### src/hdl/ialu_pkg.sv
// Shared types and constants for the 64-bit integer ALU.
// Used by every module in hdl/; depends on nothing.
package ialu_pkg;

  localparam int unsigned DATA_W = 64;
  localparam int unsigned DIV_STEPS = DATA_W;

  typedef enum logic [4:0] {
    OP_ADD  = 5'd0,  OP_SUB  = 5'd1,  OP_SMUL = 5'd2,  OP_UMUL = 5'd3,
    OP_SDIV = 5'd4,  OP_UDIV = 5'd5,  OP_SMOD = 5'd6,  OP_UMOD = 5'd7,
    OP_AND  = 5'd8,  OP_OR   = 5'd9,  OP_XOR  = 5'd10, OP_SHL  = 5'd11,
    OP_SHR  = 5'd12, OP_ASHR = 5'd13, OP_EQ   = 5'd14, OP_NE   = 5'd15,
    OP_SLT  = 5'd16, OP_SLE  = 5'd17, OP_SGT  = 5'd18, OP_SGE  = 5'd19,
    OP_ULT  = 5'd20, OP_ULE  = 5'd21, OP_UGT  = 5'd22, OP_UGE  = 5'd23,
    OP_MOV  = 5'd24, OP_NEG  = 5'd25, OP_NOT  = 5'd26, OP_BOOL = 5'd27,
    OP_NBOOL = 5'd28, OP_ZEXT = 5'd29, OP_SEXT = 5'd30, OP_NONE = 5'd31
  } opcode_e;

  // One word as it travels down the divider chain.
  typedef struct packed {
    logic              valid;
    logic              is_div;
    logic              want_rem;
    logic              neg_out;
    logic              zero_div;
    logic [DATA_W-1:0] res;
    logic [DATA_W-1:0] rem;
    logic [DATA_W-1:0] quo;
    logic [DATA_W-1:0] dsr;
  } stage_t;

endpackage

### src/hdl/ialu_back.sv
// Back end: sign-fixes quotient or remainder, selects the result and holds
// it in the output register. Uses ialu_pkg.
module ialu_back (
  input  logic                         clk_i,
  input  logic                         rst_ni,
  input  logic                         adv_i,
  input  ialu_pkg::stage_t             stage_i,
  output logic                         valid_o,
  output logic [ialu_pkg::DATA_W-1:0]  result_o
);

  localparam int unsigned W = ialu_pkg::DATA_W;

  logic [W-1:0] mag, fixed, res_d, res_q;
  logic         valid_q;

  assign mag   = stage_i.want_rem ? stage_i.rem : stage_i.quo;
  assign fixed = stage_i.neg_out ? ('0 - mag) : mag;

  always_comb begin
    priority if (!stage_i.is_div) begin
      res_d = stage_i.res;
    end else if (stage_i.zero_div) begin
      res_d = '0;
    end else begin
      res_d = fixed;
    end
  end

  always_ff @(posedge clk_i or negedge rst_ni) begin
    if (!rst_ni) begin
      valid_q <= 1'b0;
    end else if (adv_i) begin
      valid_q <= stage_i.valid;
    end
  end

  always_ff @(posedge clk_i) begin
    if (adv_i) begin
      res_q <= res_d;
    end
  end

  assign valid_o  = valid_q;
  assign result_o = res_q;

endmodule

### config.mk
export PLATFORM = sky130hd
export DESIGN_NAME = ialu_back
export DESIGN_NICKNAME = d
export VERILOG_FILES = /design/src/hdl/ialu_pkg.sv /design/src/hdl/ialu_back.sv
export SDC_FILE = /design/constraint.sdc
export NUM_CORES = 1
export LEC_CHECK = 0
export BUFFER_PORTS_ARGS = -buffer_cell sky130_fd_sc_hd__clkbuf_2
export CORE_AREA = 3 3 128 130
export CTS_CLUSTER_DIAMETER = 80
export CTS_CLUSTER_SIZE = 12
export DETAILED_ROUTE_END_ITERATION = 16
export DIE_AREA = 0 0 131 133
export GPL_TIMING_DRIVEN = 0
export HOLD_SLACK_MARGIN = 0.05
export PLACE_DENSITY_LB_ADDON = 0.2
export SYNTH_ARGS = -nofsm -noshare
export SYNTH_HDL_FRONTEND = slang
export SYNTH_SLANG_ARGS = --single-unit
export TNS_END_PERCENT = 5
### constraint.sdc
create_clock -name clk_i -period 1.8 [get_ports clk_i]
set_clock_uncertainty 0.15 [all_clocks]
set_input_delay 0.18 -clock clk_i [delete_from_list [all_inputs] [get_ports clk_i]]
set_output_delay 0.18 -clock clk_i [all_outputs]
set_load 0.02 [all_outputs]
==> metrics.txt <==
synth top area cells=edfxtp_1, mux2i_1, a22o_1; # IOs=329; Num CTS Buffers=9; GRT overflow=0; FP Rows=45; drt via density=6.011; initial drt markers=647; fin. max-slew vios=0; commonest cells after routing, fill and taps aside=clkbuf_2, edfxtp_1, dlygate4sd3_1; Starting Density=0.3956; CP startpoint kind=primary input; H-tree depth=3; met2 Track Usage GR=0.4814; Int Pwr=3580 uW; number of synthesized register bits=65; WL final=28130 um; Synth area leader=edfxtp_1; Longest Clk Path Bufs=2; met1 Usage GRT=0.3945; Mapped Area=0.006036 mm2; Avg Inst Size Synth=9.300 um2; initial antenna violation count=0; DP Cell Count=1122; Syn-to-layout area delta=54.42%; Port Buffers=262; hold_ws=0.07109 ns; antenna cell count=0; GRT Overall Usage=0.3080; DRC Markers=0; Post-Syn Instances=649; die area=0.01742 mm2; final worst setup slack=-1.607 ns; Relative slew margins=0.3585; layout cells sized above 1=0.4055; area share of the largest cell type after synthesis=0.3184; DR vias=7375; Synth cell types=70; Setup CP Type=primary input to flip-flop; Hold Path Class=primary input to flip-flop; GP Congestion=0.9772; non-filler instance count after layout=1227; drt pass-1 iters=7; highest clock rate=293.5 MHz; final setup fails=63; largest net degree at the start of global routing=66; commonest non-fill, non-tap cell in the layout=clkbuf_2; vias in the first global route=7414; crit path time final=3.407 ns; first-pass GRT wire length=40760 um; Root Buffer=clkbuf_16; Wirelength per Cell=22.92 um; status=finished, violations left; worst-margin pin slew=0.9623 ns; Combinational Power Share=0.346; CTS sink count=65; Die Width=131 um; crit share post-route=1.893; Post-synth EDFFs=64; failing checks=negative setup slack; busiest grt layer=met2; TritonCTS clock tree=yes; filler instances=1372; GR Layer Usage met3=0.08922; DIE HEIGHT=133 um; Async S/R FF share, synth=0.01538; CP Data Required Time=1.75 ns; Syn Nets=914; Final #Nets=1276; Sw Share=0.3360; Post-Route Utilization=0.6108; HPWL after DPL=20710 um; Final ANT Viol Nets=0; dominant synthesized flop cell=edfxtp_1; P_sw=1811 uW; core area=0.01526 mm2; clock power share=0.305; crit end category=flip-flop; Synth warnings=0; WP data arrival=3.36 ns; part of the power in registers=0.349; Critical Path Fanout Max=3; pre-CTS setup slack=-2.950 ns; RSZ-0062 raised after global routing=yes; Worst-path clk slew=0.06 ns; Final Hold Fails=0; sequential area share after synthesis=0.3226; Max rail drop VDD=0.4425 mV; max-cap violations=0; PwrDens=578.5 mW/mm2; Worst-Skew Late Latency=0.35 ns; Tot Pwr=5392 uW; Pleak=0.003869 uW
[path summary, 6_finish.rpt]
check                        startpoint           end  slack, ns  depth (start not counted)
setup / recovery           stage_i[258]  result_o[56]      -1.61                         17
hold / removal             stage_i[254]  result_o[62]       0.07                          3
setup reg to reg                valid_o       valid_o       0.91                          1
hold reg to reg                 valid_o       valid_o       0.36                          1
max in group asynchronous        rst_ni       valid_o       0.89                          3
min in group asynchronous        rst_ni       valid_o       0.51                          3
[critical path, cell delays in order]
cell       delay [ns]
clkbuf_16        0.12
buf_8            0.12
buf_8            0.11
buf_8            0.11
buf_12           0.11
buf_12           0.12
buf_12           0.11
buf_12           0.11
buf_12           0.12
mux2i_4          0.21
ha_4             0.20
nor2b_4          0.05
or3_4            0.37
a211o_4          0.36
or4_4            0.50
mux2i_2          0.17
a221o_1          0.27
[state kept, by name, indices dropped and copies added, names as in the netlist]
register / flops
result_o: 64
valid_o: 1
[final cells by class]
cell class              instances  area (um2)  share of cell area
plain buffers                  47       445.4             0.04779
clock buffers                  10       229.0             0.02457
clock inverters                 6       36.28            0.003893
inverters                       8       30.03            0.003222
multi-input cells             529        4200              0.4507
flip-flops and latches         65        1947              0.2089
well taps                     211       264.0             0.02833
repair buffers                351        2168              0.2326
[routing by layer]
layer | vias to the layer above | routed length, um
met4 | 0 | 1249
li1 | 3323 | -
met1 | 3429 | 11120
met3 | 91 | 3294
met5 | - | 0
met2 | 532 | 12460
[cells by family after synthesis]
| group | count (synthesis) | share of synthesized area |
|---|---|---|
| fa+ha+maj | 1 | 0.002073 |
| compound gates | 177 | 0.2266 |
| mux | 68 | 0.1169 |
| buf+inv | 55 | 0.04353 |
| simple gates | 241 | 0.2274 |
| xor+xnor | 42 | 0.06094 |
| flops | 65 | 0.3226 |
[power by group through the flow]
stage | Sequential (uW) | Combinational [uW] | Clock, uW
after floorplan | 2110 | 675 | 0
after global placement | 1910 | 1560 | 0
after detailed placement | 1910 | 1560 | 0
after CTS | 1880 | 1790 | 1660
after global routing | 1900 | 1970 | 1720
final | 1880 | 1870 | 1640
[synth_stat cells (all sizes together), types with 10 or more instances]
library cell and count:
edfxtp 64, mux2i 48, nand2 41, nor3 39, a22o 38, nor2 37, xor2 26, clkbuf 25
o21ai 23, buf 22, mux2 20, or3 20, nor3b 19, o31ai 19, a21oi 17, xnor2 16
nand3 14, or4 13, o22ai 12, or3b 12, nand4 10, o41ai 10
[metrics by stage]
stage               setup TNS (ns)  cell area [um2]
finish                      -66.99             9320
global route                -70.21             9320
CTS                         -64.47             9135
detailed placement         -117.12             7706
global placement           -129.46             7704
floorplan                   -68.75             6128
[repair_timing]
action,in CTS,in global routing
hold buffers,62,0
setup endpoints to repair,64,63
buffers inserted,22,5
hold endpoints to repair,61,0
resized for setup,82,36
pin swaps,23,13
(Power assumes the default switching activity.)
