$ cat src/hdl/ialu_pkg.sv
// Shared types and constants for the 64-bit integer ALU.
// Used by every module in hdl/; depends on nothing.
package ialu_pkg;

  localparam int unsigned DATA_W = 64;
  localparam int unsigned DIV_STEPS = DATA_W;

  typedef enum logic [4:0] {
    OP_ADD  = 5'd0,  OP_SUB  = 5'd1,  OP_SMUL = 5'd2,  OP_UMUL = 5'd3,
    OP_SDIV = 5'd4,  OP_UDIV = 5'd5,  OP_SMOD = 5'd6,  OP_UMOD = 5'd7,
    OP_AND  = 5'd8,  OP_OR   = 5'd9,  OP_XOR  = 5'd10, OP_SHL  = 5'd11,
    OP_SHR  = 5'd12, OP_ASHR = 5'd13, OP_EQ   = 5'd14, OP_NE   = 5'd15,
    OP_SLT  = 5'd16, OP_SLE  = 5'd17, OP_SGT  = 5'd18, OP_SGE  = 5'd19,
    OP_ULT  = 5'd20, OP_ULE  = 5'd21, OP_UGT  = 5'd22, OP_UGE  = 5'd23,
    OP_MOV  = 5'd24, OP_NEG  = 5'd25, OP_NOT  = 5'd26, OP_BOOL = 5'd27,
    OP_NBOOL = 5'd28, OP_ZEXT = 5'd29, OP_SEXT = 5'd30, OP_NONE = 5'd31
  } opcode_e;

  // One word as it travels down the divider chain.
  typedef struct packed {
    logic              valid;
    logic              is_div;
    logic              want_rem;
    logic              neg_out;
    logic              zero_div;
    logic [DATA_W-1:0] res;
    logic [DATA_W-1:0] rem;
    logic [DATA_W-1:0] quo;
    logic [DATA_W-1:0] dsr;
  } stage_t;

endpackage

$ cat src/hdl/ialu_div_cell.sv
// One restoring-division cell: retires one quotient bit per word per cycle
// while adv_i is high. Uses ialu_pkg.
module ialu_div_cell (
  input  logic              clk_i,
  input  logic              rst_ni,
  input  logic              adv_i,
  input  ialu_pkg::stage_t  stage_i,
  output ialu_pkg::stage_t  stage_o
);

  localparam int unsigned W = ialu_pkg::DATA_W;

  logic [W:0]   shifted, trial;
  logic         ge;
  ialu_pkg::stage_t st_d, st_q;

  assign shifted = {stage_i.rem, stage_i.quo[W-1]};
  assign trial   = shifted - {1'b0, stage_i.dsr};
  assign ge      = !trial[W];

  always_comb begin
    st_d     = stage_i;
    st_d.rem = ge ? trial[W-1:0] : shifted[W-1:0];
    st_d.quo = {stage_i.quo[W-2:0], ge};
  end

  always_ff @(posedge clk_i or negedge rst_ni) begin
    if (!rst_ni) begin
      st_q <= '0;
    end else if (adv_i) begin
      st_q <= st_d;
    end
  end

  assign stage_o = st_q;

endmodule

$ cat config.mk
export PLATFORM = sky130hd
export DESIGN_NAME = ialu_div_cell
export DESIGN_NICKNAME = d
export VERILOG_FILES = /design/src/hdl/ialu_pkg.sv /design/src/hdl/ialu_div_cell.sv
export SDC_FILE = /design/constraint.sdc
export NUM_CORES = 1
export LEC_CHECK = 0
export ABC_AREA = 0
export BUFFER_PORTS_ARGS = -buffer_cell sky130_fd_sc_hd__buf_4
export CORE_AREA = 2 2 206 208
export DETAILED_ROUTE_END_ITERATION = 8
export DIE_AREA = 0 0 208 210
export PLACE_DENSITY = 0.74
export SYNTH_ARGS = -nofsm -noshare
export SYNTH_HDL_FRONTEND = slang
export SYNTH_SLANG_ARGS = --single-unit
$ cat constraint.sdc
create_clock -name clk_i -period 0.81 [get_ports clk_i]
set_input_delay 0.0405 -clock clk_i [delete_from_list [all_inputs] [get_ports clk_i]]
set_output_delay 0.0405 -clock clk_i [all_outputs]
set_load 0.01 [all_outputs]
==> impl_results.md, run 1 <==
* Synthesized area at approximately 14000 um^2
* Worst slack at placement at -2290 ps
* Max reg flops at around 260
* Max Root-Sink Buffers at 3
* IO Pins at between 500 and 600
* Final worst path period need at approximately 2400 ps
* Area of placed instances at roughly 22000 um^2
* Worst slack on hold paths at -52.5 ps
* Post-detailed-placement half-perimeter wirelength at between 40 and 50 mm
* Endpoint type of the worst setup path: register
* Result of the run: complete, but fails checks
* Max IR drop VDD at 1.89 mV
* Total power density per cell area at 1830 nW/um^2
* Fraction of layout cells with a size suffix above 1 at 52.3%
* Net count of the finished layout at slightly below 3000
* Wire length of the first global-routing pass at 103 mm
* Commonest cells after routing, fill and taps aside: 633 x buf_4, 364 x buf_6, 264 x dlygate4sd3_1
* CTS clk-pin slew, worst paths at ~80 ps
* Initial cell density of the core at about a third
* Final weighted congestion in routability-driven placement at 0.894
* Vias in the first global route at between 15000 and 20000
* Yosys cell types at between 70 and 80
* Final WS setup at -1620 ps
* Number of buffers created by CTS at 30
* # Max-Cap Violations at 0
* Quantity of I/O buffers inserted on ports at around 520
* Worst-case headroom to the max-slew limit at between 70 and 80%
* Total via count after detailed routing at 16600
* Synthesized netlist cell count at around 1400
* Req. time, crit path at around 1300 ps
* Final count of hold timing violations at 15
* Area growth, synth to finish at 101%
* Max Slew Vio Count at 0
* Worst R2R Setup Slack at -260 ps
* Final TNS setup at -201850 ps
* Summed area of non-filler cells in the final layout at ~29000 um^2
* Tot Pwr at between 50 and 60 mW
* Unrepaired setup endpoints after global routing: true
* Most frequent standard cell in the layout excluding fill and tap cells: buf_4
* Slew @ Worst Pin at just over 400 ps
* Setup-failing EPs final at approximately 440
* Arrival time of data at the critical path endpoint at between 2000 and 3000 ps
* Proportion of synthesized chip area in sequential cells at a little under half
* Share of the cycle needed by the critical path after routing at 300%
* Largest net degree at the start of global routing at roughly 60
* Overall fraction of global-route tracks in use at a little under a third
* Number of flops mapped to enable cells by yosys at 0
* FP Rows at 75
* Antenna violations before repair at 1
* Average footprint of a synthesized cell at 10.6 um^2
* Maximum frequency from static timing analysis at slightly above 0.4 GHz
* RR Endpoint: stage_o[244]$_DFFE_PN0P_
* Async set-or-reset flop fraction in the synthesized netlist at between 90% and 100%
* Worst-case clock skew at 0 ps
* Critical Path Source Type: input pin
* Die Wd at about 210 um
* Min-Delay Path Class: in -> async
* Congestion Overflow GR at 0
* DRC errors left at 0
* Leak Pwr at ~14 nW
* Average vias per placed instance at 5.24
* Residual antenna-violating net count after detailed routing at 0
* Violations in the final reports: hold timing, setup timing
* Max Fanout on Critical Path at 8
* TritonRoute pass-1 iters at 5
* Post-Synthesis Net Count at roughly 1700
* Routed Wire Length at between 70 and 80 mm
* Clock sink total at 261
* Yosys warns at 0
* Die outline height at about 210 um
* Floorplan core area at approximately 41000 um^2
* CTS Root Buffer Type: clkbuf_16
* FF+latch count, synth at about 260
* Type of the worst setup path: in -> reg
* CTS HTree Levels at 1
* DR iter-0 viols at approximately 1100
* Most used flip-flop cell after synthesis: dfrtp_1
* CTS tree: done
* Reg-to-Reg Start: stage_o[244]$_DFFE_PN0P_
* Number of cells on the worst reg-to-reg path at 3
* Post-DR wirelength/cell at approximately 23 um
* Die footprint at about 44000 um^2
* Clock latency reported for the late side of the worst-skew pair at between 500 and 600 ps
* Number of filler cells placed in the layout at approximately 2600
[cell usage after synthesis (all sizes together), types with 3 or more instances]
cell	instances	area, um^2
mux2	198	2230
a21o	33	248
o211ai	7	57.6
a31oi	26	169
inv	81	304
and3	4	26.3
ha	64	801
o31ai	8	65.1
nand2	68	258
o21ai	49	249
xor2	18	158
nor3	10	50.1
or3	10	62.6
nor2	102	383
o2111ai	4	35.0
and2	3	18.8
nand2b	13	81.3
o21bai	12	90.1
dfrtp	261	6530
nand4	14	87.6
a21boi	5	37.5
a21oi	117	597
o221ai	3	26.3
a221oi	3	32.5
o21a	12	90.1
nor2b	14	87.6
a211oi	9	72.6
mux2i	45	450
nor4	5	31.3
buf	23	169
nand3	23	120
clkbuf	43	164
xnor2	35	307
[routing by layer]
layer / global-route usage, % / vias up / wire length (um)
li1: - / 7333 / -
met1: 32.2 / 8129 / 26400
met2: 55.3 / 869 / 37500
met3: 5.62 / 296 / 4600
met4: 17.7 / 2 / 5460
met5: 0 / - / 13
[power by group]
part	leakage, nW	internal (mW)	switching (mW)
logic	10.3	11.8	8.50
clock network	0.547	9.56	6.61
registers	3.03	14.7	1.56
[final cells by class]
| cell class | instances | area, um^2 | share of cell area (%) |
|---|---|---|---|
| diodes | 1 | 2.50 | 0.00867 |
| clock buffers | 36 | 825 | 2.86 |
| clock inverters | 20 | 305 | 1.06 |
| inverters | 81 | 324 | 1.12 |
| multi-input cells | 942 | 8040 | 27.8 |
| flip-flops and latches | 261 | 6530 | 22.6 |
| well taps | 539 | 674 | 2.34 |
| repair buffers | 1296 | 12200 | 42.1 |
[critical path, cell delays in order]
cell	delay [ps]
buf_8	90
inv_8	30
ha_4	160
fa_2	370
nand2b_4	170
a21oi_4	200
o2111ai_4	150
a31oi_4	240
a21oi_4	110
o311ai_2	250
o211a_4	340
buf_12	180
nand3_2	70
or3_1	410
nand3_1	90
[logic make-up (layout without fill, tap and decap cells)]
family | count (synthesis) | in the layout | synth area share [%]
AOI/OAI and AO/OA | 308 | 308 | 13.7
and+or+nand+nor | 273 | 273 | 8.80
DFF | 261 | 261 | 45.5
muxes | 243 | 243 | 18.7
buffers and inverters | 147 | 1433 | 4.43
adders and majority gates | 65 | 65 | 5.71
xor gates and xnor gates | 53 | 53 | 3.23
other | 0 | 1 | 0
[worst max path at each step]
stage / from / cells after the start / slack, ps / endpoint
CTS: stage_i[127] / 15 / -1510 / stage_o[171]$_DFFE_PN0P_
global placement: stage_i[127] / 15 / -2240 / stage_o[184]$_DFFE_PN0P_
detailed placement: stage_i[127] / 15 / -2290 / stage_o[191]$_DFFE_PN0P_
global route: stage_i[127] / 15 / -1700 / stage_o[184]$_DFFE_PN0P_
finish: stage_i[127] / 15 / -1620 / stage_o[184]$_DFFE_PN0P_
floorplan: stage_i[127] / 14 / -1690 / stage_o[171]$_DFFE_PN0P_
[what timing repair did]
action,CTS,global route
resized for setup,307,225
buffers inserted,103,101
endpoints found under the setup margin,327,428
gates cloned,2,2
hold endpoints to repair,521,25
pin swaps,19,48
hold buffers,260,4
[per-stage QoR]
step | util (%) | instances | hold WS, ps
2_1_floorplan | - | 1350 | -255
3_3_place_gp | 52.1 | 2683 | -57.8
3_5_place_dp | 52.1 | 2683 | -59.9
4_1_cts | 65.9 | 3103 | -285
5_1_grt | 69.6 | 3176 | -54.7
6_report | 69.6 | 3176 | -52.5
No activity file was read; power rests on OpenSTA's default activity.
==> inputs of run 2 (changes only) <==
--- a/config.mk
+++ b/config.mk
@@ -7,10 +7,10 @@
 export LEC_CHECK = 0
 export ABC_AREA = 0
 export BUFFER_PORTS_ARGS = -buffer_cell sky130_fd_sc_hd__buf_4
-export CORE_AREA = 2 2 206 208
+export CORE_AREA = 8 8 200 202
 export DETAILED_ROUTE_END_ITERATION = 8
 export DIE_AREA = 0 0 208 210
-export PLACE_DENSITY = 0.74
+export PLACE_DENSITY = 0.8
 export SYNTH_ARGS = -nofsm -noshare
 export SYNTH_HDL_FRONTEND = slang
 export SYNTH_SLANG_ARGS = --single-unit
==> run 2 against run 1 <==
  * The run still ends with hold timing, setup timing left
  * Die area stayed put
  * Hold slack better by 44 ps
  * Register-to-register slack worse by 40 ps
  * Wire length is 14% higher
  * Combinational power is 3% higher
  * Non-clock buffer count is 6 lower
  * Utilization is 8.0 points higher
  * Critical path depth stayed put
  * Total power is 2.1% lower
==> impl_results.md, run 2 (synthesis results as in run 1) <==
* Result of the run: complete, but fails checks
* Violations in the final reports: hold timing, setup timing
* Max Slew Vio Count at 0 (unchanged)
* Commonest cells after routing, fill and taps aside: 629 x buf_4, 363 x buf_6, 268 x dlygate4sd3_1
* Min-Delay Path Class: in -> async
* Final weighted congestion in routability-driven placement at 0.887 (-0.73%)
* Unrepaired setup endpoints after global routing: true
* Final WS setup at -1690 ps (-73.2 ps)
* Residual antenna-violating net count after detailed routing at 0 (unchanged)
* Worst slack on hold paths at -7.97 ps (+44.5 ps)
* CTS HTree Levels at 1 (unchanged)
* Type of the worst setup path: in -> reg
* Wire length of the first global-routing pass at 112 mm (+9.2%)
* DR iter-0 viols at 1507 (+42%)
* IO Pins at 525 (unchanged)
* Share of the cycle needed by the critical path after routing at 309% (+9.0 points)
* Max Fanout on Critical Path at 7 (-1)
* Die outline height at 210 um (unchanged)
* CTS tree: done
* Max stage delay on crit path at 370 ps (-40 ps)
* Setup-failing EPs final at 456 (+3.4%)
* DRC errors left at 0 (unchanged)
* Number of instances in the placed design at 2606 (-2.9%)
* Congestion Overflow GR at 0 (unchanged)
* Max stage delay cell, worst path: fa_2
* Worst slack at placement at -2240 ps (+51.8 ps)
* Maximum frequency from static timing analysis at 0.400 GHz (-2.9%)
* Post-route non-filler standard cell count at 3102 (-2.3%)
* Worst-case headroom to the max-slew limit at 61.5% (-11 points)
* Final count of hold timing violations at 5 (-10)
* Arrival time of data at the critical path endpoint at 2940 ps (about the same)
* Die footprint at 43700 um^2 (unchanged)
* Leak Pwr at 13.8 nW (-0.55%)
* Vias in the first global route at 18600 (+5.0%)
* Fraction of layout cells with a size suffix above 1 at 52.7% (+0.41 points)
* Max Root-Sink Buffers at 3 (unchanged)
* Quantity of I/O buffers inserted on ports at 524 (unchanged)
* Worst path buffer plus inverter count at 4 (+1)
* Most frequent standard cell in the layout excluding fill and tap cells: buf_4
* Max reg flops at 261 (unchanged)
* Routed Wire Length at 84.5 mm (+14%)
* Net count of the finished layout at 2935 (-0.20%)
* Core occupancy in the finished layout at 77.6% (+8.0 points)
* Series of cell instances along the critical path: buf_8 -> inv_8 -> ha_4 -> fa_2 -> nand2b_4 -> a21oi_4 -> o2111ai_4 -> a31oi_4 -> a21oi_4 -> o311ai_4 -> o211a_4 -> buf_12 -> buf_12 -> mux2i_1 -> a21oi_1
* Post-detailed-placement half-perimeter wirelength at 45.4 mm (+6.8%)
* CTS clk-pin slew, worst paths at 70 ps (about the same)
* Die Wd at 208 um (unchanged)
* Initial cell density of the core at 38.9% (+4.2 points)
* # Max-Cap Violations at 0 (unchanged)
* Area growth, synth to finish at 99.6%
* Overall fraction of global-route tracks in use at 32.7% (+2.6 points)
* Antenna violations before repair at 1 (unchanged)
* Final TNS setup at -206310 ps (-4470 ps)
* Critical Path Source Type: input pin
* Endpoint type of the worst setup path: register
* Final worst path period need at 2500 ps (+73.2 ps)
* Clock latency reported for the late side of the worst-skew pair at 570 ps (about the same)
* Total power density per cell area at 1800 nW/um^2 (-1.4%)
* Slew @ Worst Pin at 573 ps (+159 ps)
* Worst-case clock skew at 0 ps (unchanged)
* Floorplan core area at 37000 um^2 (-11%)
* Family of cells with the greatest summed delay on the critical path: compound AO/OA/AOI/OAI gates
* Req. time, crit path at 1250 ps (-70 ps)
* CTS Root Buffer Type: clkbuf_16
* Clock sink total at 261 (unchanged)
* Number of buffers created by CTS at 29 (-3.3%)
* FP Rows at 71 (-5.3%)
* Average vias per placed instance at 5.67 (+8.4%)
* Total via count after detailed routing at 17600 (+5.8%)
* Largest net degree at the start of global routing at 47 (-20%)
* Max IR drop VDD at 1.29 mV (-32%)
* TritonRoute pass-1 iters at 6 (+1)
* Post-DR wirelength/cell at 27.3 um (+17%)
[run 2: worst paths after layout]
| kind | startpoint | end | slack [ps] | depth (start not counted) |
|---|---|---|---|---|
| max | stage_i[127] | stage_o[135]$_DFFE_PN0P_ | -1690 | 15 |
| min reg2reg | stage_o[17]$_DFFE_PN0P_ | stage_o[17]$_DFFE_PN0P_ | 530 | 1 |
| max in group asynchronous | rst_ni | stage_o[195]$_DFFE_PN0P_ | 230 | 3 |
| max reg2reg | stage_o[87]$_DFFE_PN0P_ | stage_o[87]$_DFFE_PN0P_ | -300 | 2 |
| min | rst_ni | stage_o[87]$_DFFE_PN0P_ | -8 | 2 |
| min in group clk_i | adv_i | stage_o[191]$_DFFE_PN0P_ | 20 | 4 |
[run 2: final cells by class]
type | instances | area (um^2)
timing repair buffer | 1290 | 12100
inverter | 81 | 327
sequential | 261 | 6530
clock inverter | 12 | 125
multi-input combinational | 943 | 8200
fill | 1950 | 8280
tap | 474 | 593
clock buffer | 40 | 837
antenna | 1 | 2.50
[run 2: routing by layer]
metal	wire [um]	track usage (%)
met5	46	0
met3	7590	7.47
met2	40300	56.6
met4	7570	23.6
met1	29000	35.1
[run 2: timing repair]
item	CTS	global route
endpoints found under the setup margin	327	436
resized for setup	334	242
hold endpoints to repair	521	13
buffers inserted	91	107
gates cloned	3	1
hold buffers	266	2
pin swaps	47	38
[run 2: power by group]
| group | switching, mW | internal [mW] | total (mW) |
|---|---|---|---|
| Clock | 6.38 | 7.86 | 14.2 |
| Combinational | 9.22 | 11.8 | 21.0 |
| Sequential | 1.68 | 14.7 | 16.3 |
| Total | 17.3 | 34.3 | 51.6 |
[run 2: through the flow]
step	instance area [um^2]	total power, mW
floorplan	14600	21.9
global placement	21300	29.6
detailed placement	21300	30.0
CTS	27000	47.4
global route	28700	53.0
finish	28700	51.6
[run 2: worst register-to-register path, cell delays in order (launching register included)]
cell     delay (ps)
dfrtp_1         500
buf_6           170
mux2_4          310
==> inputs of run 3 (changes only) <==
--- a/config.mk
+++ b/config.mk
@@ -10,7 +10,7 @@
 export CORE_AREA = 8 8 200 202
 export DETAILED_ROUTE_END_ITERATION = 8
 export DIE_AREA = 0 0 208 210
-export PLACE_DENSITY = 0.8
+export PLACE_DENSITY = 0.68
 export SYNTH_ARGS = -nofsm -noshare
 export SYNTH_HDL_FRONTEND = slang
 export SYNTH_SLANG_ARGS = --single-unit
==> run 3 against run 2 <==
  * Combinational power is 7% lower
  * First-iteration DRC count is 19% lower
  * Non-clock buffer count is 26 lower
  * Die area stayed put
  * Design area is 2.6% lower
  * Via count is 3.9% lower
  * Clock power hardly changed
  * Register-to-register slack worse by 110 ps
  * The run still ends with hold timing, setup timing left
  * Sequential power hardly changed
==> impl_results.md, run 3 (synthesis results as in run 1) <==
* Fraction of layout cells with a size suffix above 1 at 50.4% (-2.3 points)
* Tot Pwr at 50.1 mW (-3.0%)
* Max stage delay on crit path at 390 ps (+20 ps)
* CTS tree: done
* CTS clk-pin slew, worst paths at 70 ps (about the same)
* Max Fanout on Critical Path at 6 (-1)
* Die Wd at 208 um (unchanged)
* Violations in the final reports: hold timing, setup timing
* Final weighted congestion in routability-driven placement at 0.909 (+2.5%)
* Unrepaired setup endpoints after global routing: true
* Post-DR wirelength/cell at 25.6 um (-6.1%)
* Slew @ Worst Pin at 627 ps (+54.2 ps)
* Share of the cycle needed by the critical path after routing at 313% (+3.8 points)
* Total power density per cell area at 1790 nW/um^2 (-0.44%)
* Final worst path period need at 2530 ps (+30.6 ps)
* Commonest cells after routing, fill and taps aside: 638 x buf_4, 333 x buf_6, 266 x dlygate4sd3_1
* Net count of the finished layout at 2910 (-0.85%)
* Initial cell density of the core at 38.9% (unchanged)
* Max stage delay cell, worst path: fa_2
* Max reg flops at 261 (unchanged)
* CTS Root Buffer Type: clkbuf_16
* Endpoint type of the worst setup path: register
* Worst path most repeated cell: a21oi_4
* CTS HTree Levels at 1 (unchanged)
* Congestion Overflow GR at 0 (unchanged)
* Summed area of non-filler cells in the final layout at 27900 um^2 (-2.6%)
* Post-detailed-placement half-perimeter wirelength at 44.4 mm (-2.2%)
* Number of buffers created by CTS at 31 (+6.9%)
* Worst-case headroom to the max-slew limit at 58.1% (-3.5 points)
* Total via count after detailed routing at 16900 (-3.9%)
* Max Slew Vio Count at 0 (unchanged)
* Clock latency reported for the late side of the worst-skew pair at 590 ps (+20 ps)
* Wire length of the first global-routing pass at 105 mm (-6.1%)
* # Max-Cap Violations at 0 (unchanged)
* Max Root-Sink Buffers at 3 (unchanged)
* Number of filler cells placed in the layout at 2131 (+9.3%)
* Antenna violations before repair at 6 (+5)
* Setup-failing EPs final at 447 (-2.0%)
* FP Rows at 71 (unchanged)
* Floorplan core area at 37000 um^2 (unchanged)
* DRC errors left at 0 (unchanged)
* DR iter-0 viols at 1228 (-19%)
* Leak Pwr at 13.5 nW (-2.3%)
* Core occupancy in the finished layout at 75.6% (-2.0 points)
* Critical Path Source Type: input pin
* Worst-case clock skew at 0 ps (unchanged)
* Final WS setup at -1720 ps (-30.6 ps)
* Routed Wire Length at 78.9 mm (-6.6%)
* Die footprint at 43700 um^2 (unchanged)
* Min-Delay Path Class: in -> async
* Number of instances in the placed design at 2621 (+0.58%)
* Most frequent standard cell in the layout excluding fill and tap cells: buf_4
* Die outline height at 210 um (unchanged)
* Maximum frequency from static timing analysis at 0.395 GHz (-1.2%)
* Type of the worst setup path: in -> reg
* Overall fraction of global-route tracks in use at 30.4% (-2.2 points)
* Vias in the first global route at 17800 (-4.2%)
* Final TNS setup at -204760 ps (+1550 ps)
* Average vias per placed instance at 5.48 (-3.4%)
* Clock sink total at 261 (unchanged)
* Worst slack at placement at -2290 ps (-45.4 ps)
* Family of cells with the greatest summed delay on the critical path: compound AO/OA/AOI/OAI gates
* Largest net degree at the start of global routing at 39 (-17%)
* Arrival time of data at the critical path endpoint at 3020 ps (+80 ps)
* IO Pins at 525 (unchanged)
* Worst slack on hold paths at -7.62 ps (+0.351 ps)
* Worst path buffer plus inverter count at 4 (unchanged)
* Post-route non-filler standard cell count at 3085 (-0.55%)
* Max IR drop VDD at 1.71 mV (+32%)
* Area growth, synth to finish at 94.5%
* Quantity of I/O buffers inserted on ports at 524 (unchanged)
* Req. time, crit path at 1290 ps (+40 ps)
* Result of the run: complete, but fails checks
* Residual antenna-violating net count after detailed routing at 0 (unchanged)
* Series of cell instances along the critical path: buf_8 -> inv_8 -> ha_4 -> fa_2 -> nand2b_4 -> a21oi_4 -> o2111ai_4 -> a31oi_4 -> a21oi_4 -> o31a_1 -> o211a_4 -> buf_4 -> buf_6 -> mux2i_4 -> a21oi_2
* TritonRoute pass-1 iters at 5 (-1)
* Final count of hold timing violations at 9 (+4)
* Area of placed instances at 21500 um^2 (+0.64%)
[run 3: changes by cell type in the layout (fill, tap and decap cells not counted), moves of 5 or more]
cell,change
buf_6,-30
a21oi_1,+8
diode_2,+6
a31oi_1,+7
buf_4,+9
buf_8,-5
a21oi_2,-7
o21ai_2,-5
clkbuf_1,+5
mux2_2,+19
a31oi_4,-6
mux2_4,-19
[run 3: per-layer routing]
metal	track usage, %	share of wire, %
met3	7.25	8.6
met5	0	0.015
met1	32.7	34
met2	55.3	50
met4	16.0	7.5
[run 3: final timing paths]
path                                           from                  endpoint  slack, ps  depth (start not counted)
min reg2reg                 stage_o[57]$_DFFE_PN0P_   stage_o[57]$_DFFE_PN0P_        530                          1
min in group clk_i                     stage_i[189]  stage_o[190]$_DFFE_PN0P_         20                          5
max                                    stage_i[127]  stage_o[130]$_DFFE_PN0P_      -1720                         15
max in group asynchronous                    rst_ni  stage_o[183]$_DFFE_PN0P_        230                          3
min                                          rst_ni   stage_o[48]$_DFFE_PN0P_         -8                          2
max reg2reg                stage_o[171]$_DFFE_PN0P_  stage_o[171]$_DFFE_PN0P_       -410                          4
[run 3: where the power goes]
| group | total, mW | switching (mW) | internal (mW) |
|---|---|---|---|
| logic | 19.6 | 8.41 | 11.2 |
| registers | 16.3 | 1.61 | 14.7 |
| clock network | 14.2 | 6.35 | 7.83 |
| total | 50.1 | 16.4 | 33.7 |
[run 3: repair_timing]
item | in CTS | in global routing
cloned | 2 | 0
gates resized for setup | 308 | 137
hold buffers | 262 | 5
endpoints found under the setup margin | 326 | 405
pin swaps | 27 | 17
hold endpoints to repair | 520 | 5
buffers inserted | 67 | 83
[run 3: layout make-up]
type	instances	area, um^2	area share, %
antenna	7	17.5	0.0627
timing repair buffer	1264	11700	42.0
multi-input combinational	942	7780	27.8
clock inverter	11	93.8	0.336
sequential	261	6530	23.4
inverter	81	317	1.13
tap	474	593	2.12
clock buffer	45	878	3.14
